==> src/hw/rtl/ifmp_pkg.sv <==
// ---------------------------------------------------------------------------
// ifmp_pkg
// Types and constants shared by the IEC 104 float measurand parser.
// ---------------------------------------------------------------------------
package ifmp_pkg;

    localparam int BYTE_W      = 8;
    localparam int POS_W       = 9;
    localparam int ADDR_W      = 17;
    localparam int VALUE_W     = 32;
    localparam int OUT_TDATA_W = 56;
    localparam int OUT_PAD_W   = OUT_TDATA_W - ADDR_W - VALUE_W;

    localparam logic [7:0] TYPE_FLOAT  = 8'd13;
    localparam logic [7:0] CAUSE_SPONT = 8'd3;
    localparam logic [7:0] CAUSE_GI    = 8'd20;

    // Byte offsets inside an APDU
    localparam logic [POS_W-1:0] POS_START    = 9'd0;
    localparam logic [POS_W-1:0] POS_LEN      = 9'd1;
    localparam logic [POS_W-1:0] POS_TYPE     = 9'd6;
    localparam logic [POS_W-1:0] POS_COUNT    = 9'd7;
    localparam logic [POS_W-1:0] POS_CAUSE    = 9'd8;
    localparam logic [POS_W-1:0] POS_ADDR_LO  = 9'd12;
    localparam logic [POS_W-1:0] POS_ADDR_HI  = 9'd13;
    localparam logic [POS_W-1:0] POS_GI_FIRST = 9'd15;

    // Byte slots of an 8-byte spontaneous element
    localparam logic [2:0] EB_ADDR_LO  = 3'd0;
    localparam logic [2:0] EB_ADDR_HI  = 3'd1;
    localparam logic [2:0] EB_ADDR_EXT = 3'd2;
    localparam logic [2:0] EB_QUAL     = 3'd7;
    // Last value byte slot of a 5-byte interrogation element
    localparam logic [2:0] EB_GI_VAL_LAST = 3'd3;

    typedef struct packed {
        logic [BYTE_W-1:0] rx_byte;
        logic              package_start;
    } t_item;

    typedef struct packed {
        logic               valid;
        logic [ADDR_W-1:0]  point_address;
        logic [VALUE_W-1:0] value_bits;
        logic               last_in_apdu;
    } t_result;

endpackage

==> src/hw/rtl/ifmp_parse.sv <==
// ---------------------------------------------------------------------------
// ifmp_parse
// APDU framing state and element extraction, one byte per enabled cycle.
// ---------------------------------------------------------------------------
module ifmp_parse (
    input  logic             i_clk,
    input  logic             i_rst_n,
    input  logic             i_en,
    input  ifmp_pkg::t_item   i_item,
    output ifmp_pkg::t_result o_res
);
    import ifmp_pkg::*;

    logic [POS_W-1:0]   r_pos,   n_pos;
    logic [7:0]         r_len,   n_len;
    logic [7:0]         r_type,  n_type;
    logic [7:0]         r_cause, n_cause;
    logic [7:0]         r_count, n_count;
    logic [15:0]        r_base,  n_base;
    logic [7:0]         r_idx,   n_idx;
    logic [2:0]         r_ebp,   n_ebp;
    logic [15:0]        r_eaddr, n_eaddr;
    logic [VALUE_W-1:0] r_vshift, n_vshift;

    logic [POS_W-1:0] w_pos;
    logic [7:0]       w_b;
    logic [8:0]       w_idx1;
    logic [11:0]      w_c3_end;
    logic [7:0]       w_gi_span;
    logic [11:0]      w_gi_need;
    logic             w_gi_ok;
    t_result          w_res;

    always_comb begin
        n_pos    = r_pos;
        n_len    = r_len;
        n_type   = r_type;
        n_cause  = r_cause;
        n_count  = r_count;
        n_base   = r_base;
        n_idx    = r_idx;
        n_ebp    = r_ebp;
        n_eaddr  = r_eaddr;
        n_vshift = r_vshift;
        w_res    = '0;

        w_b   = i_item.rx_byte;
        w_pos = i_item.package_start ? POS_START : r_pos;

        case (w_pos)
            POS_START: begin
                n_len    = '0;
                n_type   = '0;
                n_cause  = '0;
                n_count  = '0;
                n_base   = '0;
                n_idx    = '0;
                n_ebp    = '0;
                n_eaddr  = '0;
                n_vshift = '0;
            end
            POS_LEN:     n_len        = w_b;
            POS_TYPE:    n_type       = w_b;
            POS_COUNT:   n_count      = w_b;
            POS_CAUSE:   n_cause      = w_b;
            POS_ADDR_LO: n_base[7:0]  = w_b;
            POS_ADDR_HI: n_base[15:8] = w_b;
            default: ;
        endcase

        w_idx1    = {1'b0, r_idx} + 9'd1;
        w_c3_end  = 12'd27 + {1'b0, r_idx, 3'b000};
        w_gi_span = n_len - 8'd13;
        w_gi_need = {3'b000, w_idx1} * 12'd5;
        // element i exists when 5*(i+1) <= len - 13
        w_gi_ok   = (n_len >= 8'd13) && (w_gi_need <= {4'b0000, w_gi_span});

        if (n_type == TYPE_FLOAT && n_cause == CAUSE_SPONT && w_pos >= POS_ADDR_LO) begin
            case (r_ebp)
                EB_ADDR_LO:  n_eaddr[7:0]  = w_b;
                EB_ADDR_HI:  n_eaddr[15:8] = w_b;
                EB_ADDR_EXT: ;
                EB_QUAL: begin
                    if (r_idx < n_count) begin
                        w_res.valid         = 1'b1;
                        w_res.point_address = {1'b0, r_eaddr};
                        w_res.value_bits    = r_vshift;
                        // last when count reached or next element would overrun
                        w_res.last_in_apdu  = (w_idx1 == {1'b0, n_count}) ||
                                              (w_c3_end > ({4'b0000, n_len} + 12'd1));
                    end
                    n_idx = r_idx + 8'd1;
                end
                default: n_vshift = {w_b, r_vshift[VALUE_W-1:8]};
            endcase
            n_ebp = r_ebp + 3'd1;
        end else if (n_type == TYPE_FLOAT && n_cause == CAUSE_GI && w_pos >= POS_GI_FIRST) begin
            if (r_ebp <= EB_GI_VAL_LAST) begin
                n_vshift = {w_b, r_vshift[VALUE_W-1:8]};
                n_ebp    = r_ebp + 3'd1;
            end else begin
                if (w_gi_ok) begin
                    w_res.valid         = 1'b1;
                    w_res.point_address = {1'b0, r_base} + {9'd0, r_idx};
                    w_res.value_bits    = r_vshift;
                    w_res.last_in_apdu  = {4'b0000, w_gi_span} < (w_gi_need + 12'd5);
                end
                n_idx = r_idx + 8'd1;
                n_ebp = '0;
            end
        end

        if (w_pos != POS_START && w_pos >= ({1'b0, n_len} + 9'd1)) begin
            n_pos = POS_START;
        end else begin
            n_pos = w_pos + 9'd1;
        end
    end

    always_ff @(posedge i_clk) begin
        if (!i_rst_n) begin
            r_pos    <= '0;
            r_len    <= '0;
            r_type   <= '0;
            r_cause  <= '0;
            r_count  <= '0;
            r_base   <= '0;
            r_idx    <= '0;
            r_ebp    <= '0;
            r_eaddr  <= '0;
            r_vshift <= '0;
        end else if (i_en) begin
            r_pos    <= n_pos;
            r_len    <= n_len;
            r_type   <= n_type;
            r_cause  <= n_cause;
            r_count  <= n_count;
            r_base   <= n_base;
            r_idx    <= n_idx;
            r_ebp    <= n_ebp;
            r_eaddr  <= n_eaddr;
            r_vshift <= n_vshift;
        end
    end

    assign o_res = w_res;

endmodule

==> src/hw/rtl/iec104_float_measurand_parser.sv <==
// ---------------------------------------------------------------------------
// iec104_float_measurand_parser
// Pulls short-float measurands (type 13) out of a received IEC 104 byte stream.
// ---------------------------------------------------------------------------
// Usage:
//   Slave side takes one received byte per request on s_axis_tdata, with
//   s_axis_tuser high on the first byte of a package. Master side gives one
//   request per complete float element: address in tdata[16:0], raw single
//   value in tdata[48:17], tlast set on the final element of its APDU.
//   Bytes that complete no element give no output request.
// A taken byte sits in the input register; its result is registered in the
//   result register. Throughput: one byte per cycle while no result stalls;
//   each register holds one request, so the slave side keeps taking bytes
//   while a result waits, and stalls only once both are occupied.
// Reset (i_rst_n low, synchronous) empties both registers and clears all
//   framing state; the first byte after reset is treated as APDU byte 0.
// When m_axis_tready is low the result holds steady and at most one more
//   byte is taken before s_axis_tready drops.
// ---------------------------------------------------------------------------
module iec104_float_measurand_parser (
    input  logic                              i_clk,
    input  logic                              i_rst_n,
    input  logic                              s_axis_tvalid,
    output logic                              s_axis_tready,
    input  logic [ifmp_pkg::BYTE_W-1:0]       s_axis_tdata,  // [7:0] rx_byte
    input  logic                              s_axis_tuser,  // [0] package_start
    output logic                              m_axis_tvalid,
    input  logic                              m_axis_tready,
    output logic [ifmp_pkg::OUT_TDATA_W-1:0]  m_axis_tdata,  // [16:0] point_address,
                                                             // [48:17] value_bits, [55:49] 0
    output logic                              m_axis_tlast   // last_in_apdu
);
    import ifmp_pkg::*;

    logic    r_in_valid;
    t_item   r_in;
    logic    r_out_valid;
    t_result r_out;

    logic    w_out_free;
    logic    w_proc;
    t_result w_res;

    assign w_out_free    = !r_out_valid || m_axis_tready;
    assign w_proc        = r_in_valid && w_out_free;
    assign s_axis_tready = !r_in_valid || w_out_free;

    ifmp_parse u_parse (
        .i_clk   (i_clk),
        .i_rst_n (i_rst_n),
        .i_en    (w_proc),
        .i_item  (r_in),
        .o_res   (w_res)
    );

    always_ff @(posedge i_clk) begin
        if (!i_rst_n) begin
            r_in_valid <= 1'b0;
        end else if (s_axis_tvalid && s_axis_tready) begin
            r_in_valid <= 1'b1;
        end else if (w_proc) begin
            r_in_valid <= 1'b0;
        end
    end

    always_ff @(posedge i_clk) begin
        if (s_axis_tvalid && s_axis_tready) begin
            r_in.rx_byte       <= s_axis_tdata;
            r_in.package_start <= s_axis_tuser;
        end
    end

    always_ff @(posedge i_clk) begin
        if (!i_rst_n) begin
            r_out_valid <= 1'b0;
        end else if (w_proc) begin
            r_out_valid <= w_res.valid;
        end else if (m_axis_tready) begin
            r_out_valid <= 1'b0;
        end
    end

    always_ff @(posedge i_clk) begin
        if (w_proc && w_res.valid) begin
            r_out <= w_res;
        end
    end

    assign m_axis_tvalid = r_out_valid;
    assign m_axis_tdata  = {{OUT_PAD_W{1'b0}}, r_out.value_bits, r_out.point_address};
    assign m_axis_tlast  = r_out.last_in_apdu;

endmodule

==> config.mk <==
export PLATFORM = sky130hd
export DESIGN_NAME = iec104_float_measurand_parser
export DESIGN_NICKNAME = d
export VERILOG_FILES = /design/src/hw/rtl/ifmp_pkg.sv /design/src/hw/rtl/ifmp_parse.sv /design/src/hw/rtl/iec104_float_measurand_parser.sv
export SDC_FILE = /design/constraint.sdc
export NUM_CORES = 1
export LEC_CHECK = 0
export BUFFER_PORTS_ARGS = -buffer_cell sky130_fd_sc_hd__buf_2
export CORE_ASPECT_RATIO = 0.75
export CORE_UTILIZATION = 66
export DETAILED_ROUTE_END_ITERATION = 12
export GPL_TIMING_DRIVEN = 0
export PLACE_DENSITY = 0.83
export SYNTH_ARGS = -nofsm -noshare
export SYNTH_HDL_FRONTEND = slang
export SYNTH_HIERARCHICAL = 1
export SYNTH_SLANG_ARGS = --single-unit
export TNS_END_PERCENT = 50
==> constraint.sdc <==
create_clock -name i_clk -period 16.25 [get_ports i_clk]
set_clock_uncertainty 0.05 [all_clocks]
set_input_delay 1.625 -clock i_clk [delete_from_list [all_inputs] [get_ports i_clk]]
set_output_delay 1.625 -clock i_clk [all_outputs]
set_load 0.005 [all_outputs]
[After elaboration in Yosys (flattened, before gate mapping)]
Index checks and enable logic that the tools add are counted.
Word-level totals
  output and inout port bits: 59
  word-level logic and storage cells: 113
  register bits: 177
  input port bits: 13
Operators by class
  reduce and logical (&&, ||, !) cells: 26
  equality and inequality tests: 13
  $add $sub $neg: 10
  multiplexer cells: 36
  multiply operators: 1
  magnitude comparators: 9
Operators by type and width (number)
  51-bit 2-to-1 mux: 6
  32-bit 2-to-1 mux: 5
  8-bit one-hot mux with 2 select lines: 6
  8-bit 2-to-1 mux: 7
  16-bit 2-to-1 mux: 2
  8-bit by 1-bit adder with 9-bit output (second input constant): 3
  9-bit by 4-bit equality test with 1-bit output (second input constant): 3
  9-bit by 3-bit equality test with 1-bit output (second input constant): 2
  9-bit by 4-bit greater-or-equal comparator with 1-bit output (second input constant): 2
  9-bit 2-to-1 mux: 2
  16-bit by 8-bit adder with 17-bit output: 1
  12-bit by 3-bit adder with 12-bit output (second input constant): 1
  5-bit by 11-bit adder with 12-bit output (first input constant): 1
  12-bit greater-than comparator: 1
  12-bit by 8-bit less-or-equal comparator with 1-bit output: 1
  8-bit by 12-bit less-than comparator with 1-bit output: 1
  9-bit by 3-bit multiplier with 12-bit output (second input constant): 1
  3-bit 2-to-1 mux: 4
  9-bit by 1-bit adder with 9-bit output (second input constant): 1
  9-bit by 1-bit equality test with 1-bit output (second input constant): 1
  9-bit by 8-bit equality test with 1-bit output: 1
  9-bit greater-or-equal comparator: 1
  1-bit logical AND: 9
  9-bit logical NOT: 1
  other kinds (21): 32

[Depth between registers and ports, before layout]
Gate-level depths: netlist of run 1.
  word-level depth: 11
  depth in mapped cells: 24
  gate-level depth less buffers: 21

[By module]
The synthesis of run 1 kept the hierarchy.
Modules (own cells, without submodules)
  ifmp_parse: times used 1, seq. area each 2322.2 µm², area an instance 8220.4 µm², cells an instance 999
  iec104_float_measurand_parser: times used 1, seq. area each 1811.7 µm², area an instance 1940.6 µm², cells an instance 80

[Least setup slack after synthesis of run 1]
Ideal clock, no wire load.
  kind: flip-flop to flip-flop
  start: reg r_in[0] in the netlist's numbering
  end: reg r_out (netlist bit m_axis_tdata[0]) (enable)
  buffers on the path: 3
  cell stages (with the launch flop): 24
  required time: 15.742 ns
  library setup time: 0.458 ns
  slack: 8.617 ns
  arrival: 7.126 ns
  clock period less this slack: 7.633 ns
  cells stage by stage: edfxtp_1 -> clkbuf_1 -> clkinv_1 -> nand2_1 -> inv_1 -> ha_1 -> nor4b_1 -> a22o_1 -> clkbuf_1 -> a22oi_1 -> ha_1 -> nor2_1 -> or3b_2 -> xnor2_1 -> ha_1 -> and4_1 -> nand4_1 -> o21ai_0 -> o2111ai_1 -> a2111oi_4 -> o21bai_4 -> buf_6 -> nand2_1 -> nor2_1
RTL lines
  from (decl): RTL line iec104_float_measurand_parser.sv:36  | t_item r_in;
  to (signal assigned): RTL line iec104_float_measurand_parser.sv:85  | r_out <= w_res;
  to (decl): RTL line iec104_float_measurand_parser.sv:38  | t_result r_out;

==> results.md, run 1 <==
- Register Area: 4130 um^2
- Multi-input gate area: 5610 um^2
- Synth cell types: 75
- R2r startpoint: r_in[0]$_DFFE_PP_
- Filler cells: 1026
- Power Density: 83.9 nW/um^2
- R2r worst-path depth: 24
- Worst path required time: 16.33 ns
- Warnings from Yosys: 6
- Synthesized area per cell: 9.42 um^2
- Worst Tran Pin Value: 1.14 ns
- Final hold vios: 0
- Register area share after synthesis: 0.407
- List of most frequent post-synthesis cells: dfxtp_1 (118), nand2_1 (90), ha_1 (76)
- Critical Path Source Type: flop
- Hold path cells: 1
- Post-CTS resize count: 0
- CTS hold repair buffers: 0
- DRT Pass-1 Iters: 6
- Leak pwr: 4.52 nW
- Status: completed
- Routed WL: 28.2 mm
- Largest area contributor in the netlist: dfxtp_1
- Count leader, synth: dfxtp_1
- Mapped Cells: 1079
- Buffers on Ports: 64
- #FFs+latches synth: 177
- Vias in the first global route: 8056
- Arr. time, crit path: 8.05 ns
- Overall power after layout: 0.000960 W
- Vias per inst: 6.37
- Total die area: 15900 um^2
- Final Util: 0.776
- CP delay by family, top: compound AO/OA/AOI/OAI gates
- First-pass GRT wire length: 44.2 mm
- CTS tree: done
- Die height: 109 um
- Root buffer cell: clkbuf_16
- Die width: 145 um
- Post-synth ARST share: 0
- Vias: 8814
- Inst Count DP: 1350
- Crit-path slowest cell: a22oi_1
- Worst-case vdd ir drop: 88.7 uV
- Largest fanout on the critical path: 28
- GRT Util Overall: 0.361
- Initial DRC Count: 1203
- CTS buffer count: 17
- Post-Layout Cell Count: 1383
- GP Congestion: 1.03
- H-tree levels: 4
- RR Endpoint: m_axis_tlast$_DFFE_PP_
- Critical Path, Cell by Cell: clkbuf_1 -> clkinv_1 -> nand2_1 -> inv_1 -> ha_1 -> nor4b_1 -> a22o_1 -> clkbuf_1 -> a22oi_1 -> ha_1 -> nor2_1 -> or3b_2 -> xnor2_1 -> ha_1 -> and4_1 -> nand4_1 -> o21ai_0 -> o2111ai_1 -> a2111oi_4 -> o21bai_4 -> buf_6 -> nand2_1 -> nor2_4 -> buf_12
- Slew margin rel.: 0.236
- HPWL Detailed: 20.2 mm
- Biggest cell delay along the critical path: 0.83 ns
- CP Capture Type: flop
- Clk_lat worst skew: 0.43 ns
- RSZ-0062 raised after global routing: no
- Finish-stage setup viols: 0
- Largest net degree at the start of global routing: 29
- Postcts setup bufs: 0
- Final min period: 7.97 ns
- Top cells by area, synth: dfxtp_1 (23%), edfxtp_1 (17%), ha_1 (9.4%), a22o_1 (4.7%), nor2b_1 (4.0%)
- Antenna-violating nets left: 0
- Most used DFF post-synth: dfxtp_1
- Hold Path Class: reg2reg
- Setup TNS: 0 ns
- Most used cell, CP: ha_1
- Max Clock Freq: 125 MHz
- WS Path Type: reg2reg
- DRC: 0
- Final Max Tran Viols: 0
- Gr ovfl total: 0
- Net count, final: 1260
- Synthesis-to-finish area growth: 12.6%
- Initial antenna violation count: 0
- Worst Hold End: u_parse/r_len[1]$_SDFFE_PN0P_
- Buf+Inv Stages, Crit Path: 6
- Max Cap Viol: 0
- WHS: 0.432 ns
- Area of the mapped netlist: 10200 um^2
- Core Area: 14700 um^2
- Clock sink count: 177
- Synth top area share: 0.232
- Worst-path clk slew: 0.08 ns
- Layout cells sized above 1: 0.110
- Hold Crit Start: u_parse/r_len[1]$_SDFFE_PN0P_
- Top Ports: 72
- WL/cell: 20.4 um
- Longest Clk Path Bufs: 2
- Final Cycle Share: 0.490
- Starting Density: 0.689
- Row cnt: 38
- EDFF count, synth: 59
- R2R Setup Slk: 8.28 ns
[how the worst max path moves through the flow]
| stage | cells past startpoint | from | endpoint |
|---|---|---|---|
| 6_report | 24 | r_in[0]$_DFFE_PP_ | m_axis_tlast$_DFFE_PP_ |
| 5_1_grt | 24 | r_in[0]$_DFFE_PP_ | m_axis_tlast$_DFFE_PP_ |
| 4_1_cts | 24 | r_in[0]$_DFFE_PP_ | m_axis_tlast$_DFFE_PP_ |
| 3_5_place_dp | 24 | r_in[0]$_DFFE_PP_ | m_axis_tlast$_DFFE_PP_ |
| 3_3_place_gp | 23 | r_in[0]$_DFFE_PP_ | m_axis_tdata[0]$_DFFE_PP_ |
| 2_1_floorplan | 23 | r_in[0]$_DFFE_PP_ | m_axis_tdata[0]$_DFFE_PP_ |
[registers in the layout, summed over array words and instances, names as in the netlist, 9 cells and up]
name / count
u_parse/r_pos: 9
u_parse/r_vshift: 32
u_parse/r_eaddr: 16
u_parse/r_base: 16
r_in: 9
m_axis_tdata: 49
[placed cells by master, fill, tap and decap left out, types with 47 or more instances in the layout]
master      n
a21oi_1    47
a22o_1     54
buf_2      66
clkbuf_1   59
dfxtp_1   118
edfxtp_1   59
ha_1       76
nand2_1    90
nor2_1     71
nor2b_1    65
[where the power goes]
part | switching, W | leakage, nW | total [W] | internal (W)
logic | 0.0000468 | 2.83 | 0.0000704 | 0.0000236
registers | 0.00000334 | 1.39 | 0.000462 | 0.000458
clock network | 0.000212 | 0.310 | 0.000428 | 0.000216
[cell families after synthesis]
| logic type | share of synthesized area |
|---|---|
| simple gates | 0.201 |
| compound gates | 0.199 |
| flops | 0.407 |
| buf+inv | 0.0449 |
| fa+ha+maj | 0.0975 |
| xor+xnor | 0.0440 |
| mux | 0.00616 |
| other cells | 0.000369 |
[stage by stage]
| stage | instance area, um^2 | worst slack (ns) |
|---|---|---|
| CTS | 11400 | 8.45 |
| global placement | 10800 | 6.37 |
| global route | 11400 | 7.92 |
| floorplan | 10200 | 8.62 |
| detailed placement | 10800 | 8.50 |
| finish | 11400 | 8.28 |
[area by class of cell]
cell class,count,share of cell area
multi-input cells,800,0.490
well taps,200,0.0219
flip-flops and latches,177,0.361
diodes,1,0.000219
inverters,35,0.0115
plain buffers,73,0.0284
clock buffers,17,0.0372
repair buffers,65,0.0298
clock inverters,15,0.0195
[metal layers]
| layer | vias up | part of all wire | GRT usage | wire length, um |
|---|---|---|---|---|
| li1 | 4096 | - | - | - |
| met1 | 4147 | 0.45 | 0.518 | 12600 |
| met2 | 510 | 0.42 | 0.542 | 12000 |
| met3 | 61 | 0.11 | 0.0896 | 3020 |
| met4 | 0 | 0.021 | 0.102 | 588 |
| met5 | - | 0 | 0 | 0 |
Power figures use the tool's default switching activity.
==> inputs of run 2 (changes only) <==
--- a/config.mk
+++ b/config.mk
@@ -5,12 +5,13 @@
 export SDC_FILE = /design/constraint.sdc
 export NUM_CORES = 1
 export LEC_CHECK = 0
+export ABC_AREA = 1
 export BUFFER_PORTS_ARGS = -buffer_cell sky130_fd_sc_hd__buf_2
 export CORE_ASPECT_RATIO = 0.75
-export CORE_UTILIZATION = 66
+export CORE_UTILIZATION = 57
 export DETAILED_ROUTE_END_ITERATION = 12
 export GPL_TIMING_DRIVEN = 0
-export PLACE_DENSITY = 0.83
+export PLACE_DENSITY = 0.75
 export SYNTH_ARGS = -nofsm -noshare
 export SYNTH_HDL_FRONTEND = slang
 export SYNTH_HIERARCHICAL = 1
==> constraint.sdc (replaced) <==
create_clock -name i_clk -period 6.8 [get_ports i_clk]
set_clock_uncertainty 0.05 [all_clocks]
set_input_delay 0.68 -clock i_clk [delete_from_list [all_inputs] [get_ports i_clk]]
set_output_delay 0.68 -clock i_clk [all_outputs]
set_load 0.005 [all_outputs]
==> run 2 against run 1 <==
  * Flip-flop and latch count is the same
  * Via count grew 50%
  * Worst hold slack lost 0.068 ns
  * Routed wire length grew 39%
  * Highest routed layer unchanged
==> results.md, run 2 <==
- Status: completed (unchanged)
- Most used DFF post-synth: dfxtp_1 (unchanged)
- Final Max Tran Viols: 0 (unchanged)
- Hold Path Class: in2reg (was reg2reg)
- Area of the mapped netlist: 12800 um^2 (was 10200 um^2)
- Clk_lat worst skew: 0.44 ns (was 0.43 ns)
- Max Clock Freq: 158 MHz (was 125 MHz)
- Max reg flops: 49 (unchanged)
- HPWL Detailed: 29.0 mm (was 20.2 mm)
- EDFF count, synth: 59 (unchanged)
- Max Cap Viol: 0 (unchanged)
- Net count, final: 2100 (was 1260)
- Root buffer cell: clkbuf_16 (unchanged)
- Most common library cell in the layout ignoring fill and taps: nand2_1 (was dfxtp_1)
- CTS buffer count: 17 (unchanged)
- Arr. time, crit path: 6.40 ns (was 8.05 ns)
- Final Util: 0.645 (was 0.776)
- Inst Count DP: 2276 (was 1350)
- CP Capture Type: flop (unchanged)
- Largest fanout on the critical path: 36 (was 28)
- Row cnt: 47 (was 38)
- CTS tree: done (unchanged)
- Synth top area share: 0.185 (was 0.232)
- Placement Cell Area: 13500 um^2 (was 10800 um^2)
- R2R Setup Slk: 0.48 ns (was 8.28 ns)
- Antenna-violating nets left: 0 (unchanged)
- Finish-stage setup viols: 0 (unchanged)
- Initial DRC Count: 1787 (was 1203)
- Overall power after layout: 0.00257 W (was 0.000960 W)
- WS Path Type: reg2reg (unchanged)
- Worst Tran Pin Value: 1.15 ns (was 1.14 ns)
- Final min period: 6.32 ns (was 7.97 ns)
- Final Cell Area: 14200 um^2 (was 11400 um^2)
- Leak pwr: 6.94 nW (was 4.52 nW)
- Vias: 13.3k (was 8814)
- First-pass GRT wire length: 61.9 mm (was 44.2 mm)
- RSZ-0062 raised after global routing: no (unchanged)
- R2r startpoint: u_parse/r_idx[2]$_SDFFE_PN0P_ (was r_in[0]$_DFFE_PP_)
- Initial antenna violation count: 0 (unchanged)
- Routed WL: 39.4 mm (was 28.2 mm)
- Setup TNS: 0 ns (unchanged)
- Antenna cell count: 0 (was 1)
- List of most frequent post-synthesis cells: nand2_1 (457), inv_1 (273), nor2_1 (188) (was dfxtp_1 (118), nand2_1 (90), ha_1 (76))
- Starting Density: 0.580 (was 0.689)
- Die height: 132 um (was 109 um)
- Layout cells sized above 1: 0.0959 (was 0.110)
- Buffers on Ports: 64 (unchanged)
- Critical Path Source Type: flop (unchanged)
- Final Cycle Share: 0.930 (was 0.490)
- Mapped Cells: 1911 (was 1079)
- GP Congestion: 0.963 (was 1.03)
- Largest net degree at the start of global routing: 37 (was 29)
- Post-Layout Cell Count: 2316 (was 1383)
- GRT Util Overall: 0.340 (was 0.361)
- Vias in the first global route: 11.5k (was 8056)
- WL/cell: 17.0 um (was 20.4 um)
- RR Endpoint: m_axis_tdata[5]$_DFFE_PP_ (was m_axis_tlast$_DFFE_PP_)
- Hold path cells: 1 (unchanged)
- Worst Hold End: r_in[3]$_DFFE_PP_ (was u_parse/r_len[1]$_SDFFE_PN0P_)
- Biggest cell delay along the critical path: 0.41 ns (was 0.83 ns)
- DRC: 0 (unchanged)
- Synthesized area per cell: 6.70 um^2 (was 9.42 um^2)
- Largest area contributor in the netlist: dfxtp_1 (unchanged)
- Crit-path slowest cell: dfxtp_1 (was a22oi_1)
- Top Ports: 72 (unchanged)
- Core Area: 22100 um^2 (was 14700 um^2)
- Register area share after synthesis: 0.323 (was 0.407)
- Warnings from Yosys: 6 (unchanged)
- Final hold vios: 0 (unchanged)
- R2r worst-path depth: 28 (was 24)
- Worst path required time: 6.87 ns (was 16.33 ns)
- Count leader, synth: nand2_1 (was dfxtp_1)
- Top cells by area, synth: dfxtp_1 (18%), edfxtp_1 (14%), nand2_1 (13%), inv_1 (8.0%), ha_1 (7.4%) (was dfxtp_1 (23%), edfxtp_1 (17%), ha_1 (9.4%), a22o_1 (4.7%), nor2b_1 (4.0%))
- Filler cells: 2014 (was 1026)
- Power Density: 181 nW/um^2 (was 83.9 nW/um^2)
- #FFs+latches synth: 177 (unchanged)
- Synth cell types: 53 (was 75)
- Gr ovfl total: 0 (unchanged)
- Total die area: 23100 um^2 (was 15900 um^2)
- Synthesis-to-finish area growth: 11.1% (was 12.6%)
- CTS hold repair buffers: 0 (unchanged)
- Most frequent cells in the layout: nand2_1 (457), inv_1 (273), nor2_1 (187) (was dfxtp_1 (118), nand2_1 (90), ha_1 (76))
- Longest Clk Path Bufs: 2 (unchanged)
- Vias per inst: 5.73 (was 6.37)
- H-tree levels: 4 (unchanged)
- Slew margin rel.: 0.230 (was 0.236)
- Die width: 175 um (was 145 um)
- Clock sink count: 177 (unchanged)
- DRT Pass-1 Iters: 6 (unchanged)
- Hold Crit Start: s_axis_tdata[2] (was u_parse/r_len[1]$_SDFFE_PN0P_)
- Worst-case vdd ir drop: 156 uV (was 88.7 uV)
- Post-synth ARST share: 0 (unchanged)
- Worst-path clk slew: 0.07 ns (was 0.08 ns)
-- run 2: cell count changes after synthesis, moves of 20 or more --
cell / before / now
a21oi_1: 47 / 144
a22o_1: 54 / 0
a22oi_1: 38 / 2
and2_1: 41 / 1
inv_1: 33 / 273
nand2_1: 90 / 457
nand3_1: 27 / 124
nand4_1: 5 / 53
nor2_1: 72 / 188
nor2b_1: 65 / 0
o211ai_1: 6 / 30
o21ai_0: 33 / 127
o21ai_1: 3 / 23
-- run 2: critical path: cells and delay by family (launching register included) --
| kind | cells | cell delay (ns) |
|---|---|---|
| AOI/OAI and AO/OA | 2 | 0.44 |
| DFF | 1 | 0.41 |
| and+or+nand+nor | 14 | 2.51 |
| adders and majority gates | 3 | 0.96 |
| buffers and inverters | 8 | 1.17 |
| xor gates and xnor gates | 1 | 0.40 |
-- run 2: cells by family after synthesis --
kind of cell / after synthesis / share of synthesized area
xor+xnor: 40 / 0.0274
fa+ha+maj: 78 / 0.0774
simple gates: 874 / 0.298
buf+inv: 387 / 0.122
other cells: 1 / 0.000293
flops: 177 / 0.323
compound gates: 354 / 0.151
-- run 2: routing by layer --
metal | global-route usage | vias to the layer above | part of all wire
met1 | 0.517 | 6051 | 0.46
met2 | 0.491 | 746 | 0.41
met5 | 0 | - | 0
met4 | 0.0836 | 0 | 0.019
met3 | 0.0643 | 57 | 0.11
li1 | - | 6410 | -
-- run 2: area by class of cell --
cell class              count  area, um^2  area share
well taps                 294         368      0.0259
flip-flops and latches    177        4130       0.291
clock inverters            14         159      0.0112
inverters                 283        1060      0.0747
plain buffers             104         504      0.0355
repair buffers             73         413      0.0290
clock buffers              18         429      0.0302
multi-input cells        1353        7140       0.503
-- run 2: power by group --
part / switching, W / internal (W) / total (W)
logic: 0.000309 / 0.000127 / 0.000436
registers: 0.0000203 / 0.00111 / 0.00113
clock network: 0.000474 / 0.000525 / 0.000999
-- run 2: how the worst max path moves through the flow --
stage,startpoint,to,slack (ns)
floorplan,u_parse/r_idx[2]$_SDFFE_PN0P_,m_axis_tdata[0]$_DFFE_PP_,0.09
global placement,u_parse/r_idx[2]$_SDFFE_PN0P_,m_axis_tlast$_DFFE_PP_,-1.92
detailed placement,u_parse/r_idx[2]$_SDFFE_PN0P_,m_axis_tdata[2]$_DFFE_PP_,0.28
CTS,u_parse/r_idx[2]$_SDFFE_PN0P_,m_axis_tdata[5]$_DFFE_PP_,0.24
global route,u_parse/r_idx[2]$_SDFFE_PN0P_,m_axis_tdata[6]$_DFFE_PP_,0.11
finish,u_parse/r_idx[2]$_SDFFE_PN0P_,m_axis_tdata[5]$_DFFE_PP_,0.48
-- run 2: per-stage QoR --
step | setup slack, ns | hold slack [ns]
floorplan | 0.0894 | 0.395
global placement | -1.92 | 0.405
detailed placement | 0.283 | 0.408
CTS | 0.241 | 0.355
global route | 0.108 | 0.354
finish | 0.477 | 0.364
-- run 2: repair_timing --
item,4_1_cts,5_1_grt
setup buffers,0,8
gates resized for setup,0,2
setup endpoints to repair,0,37
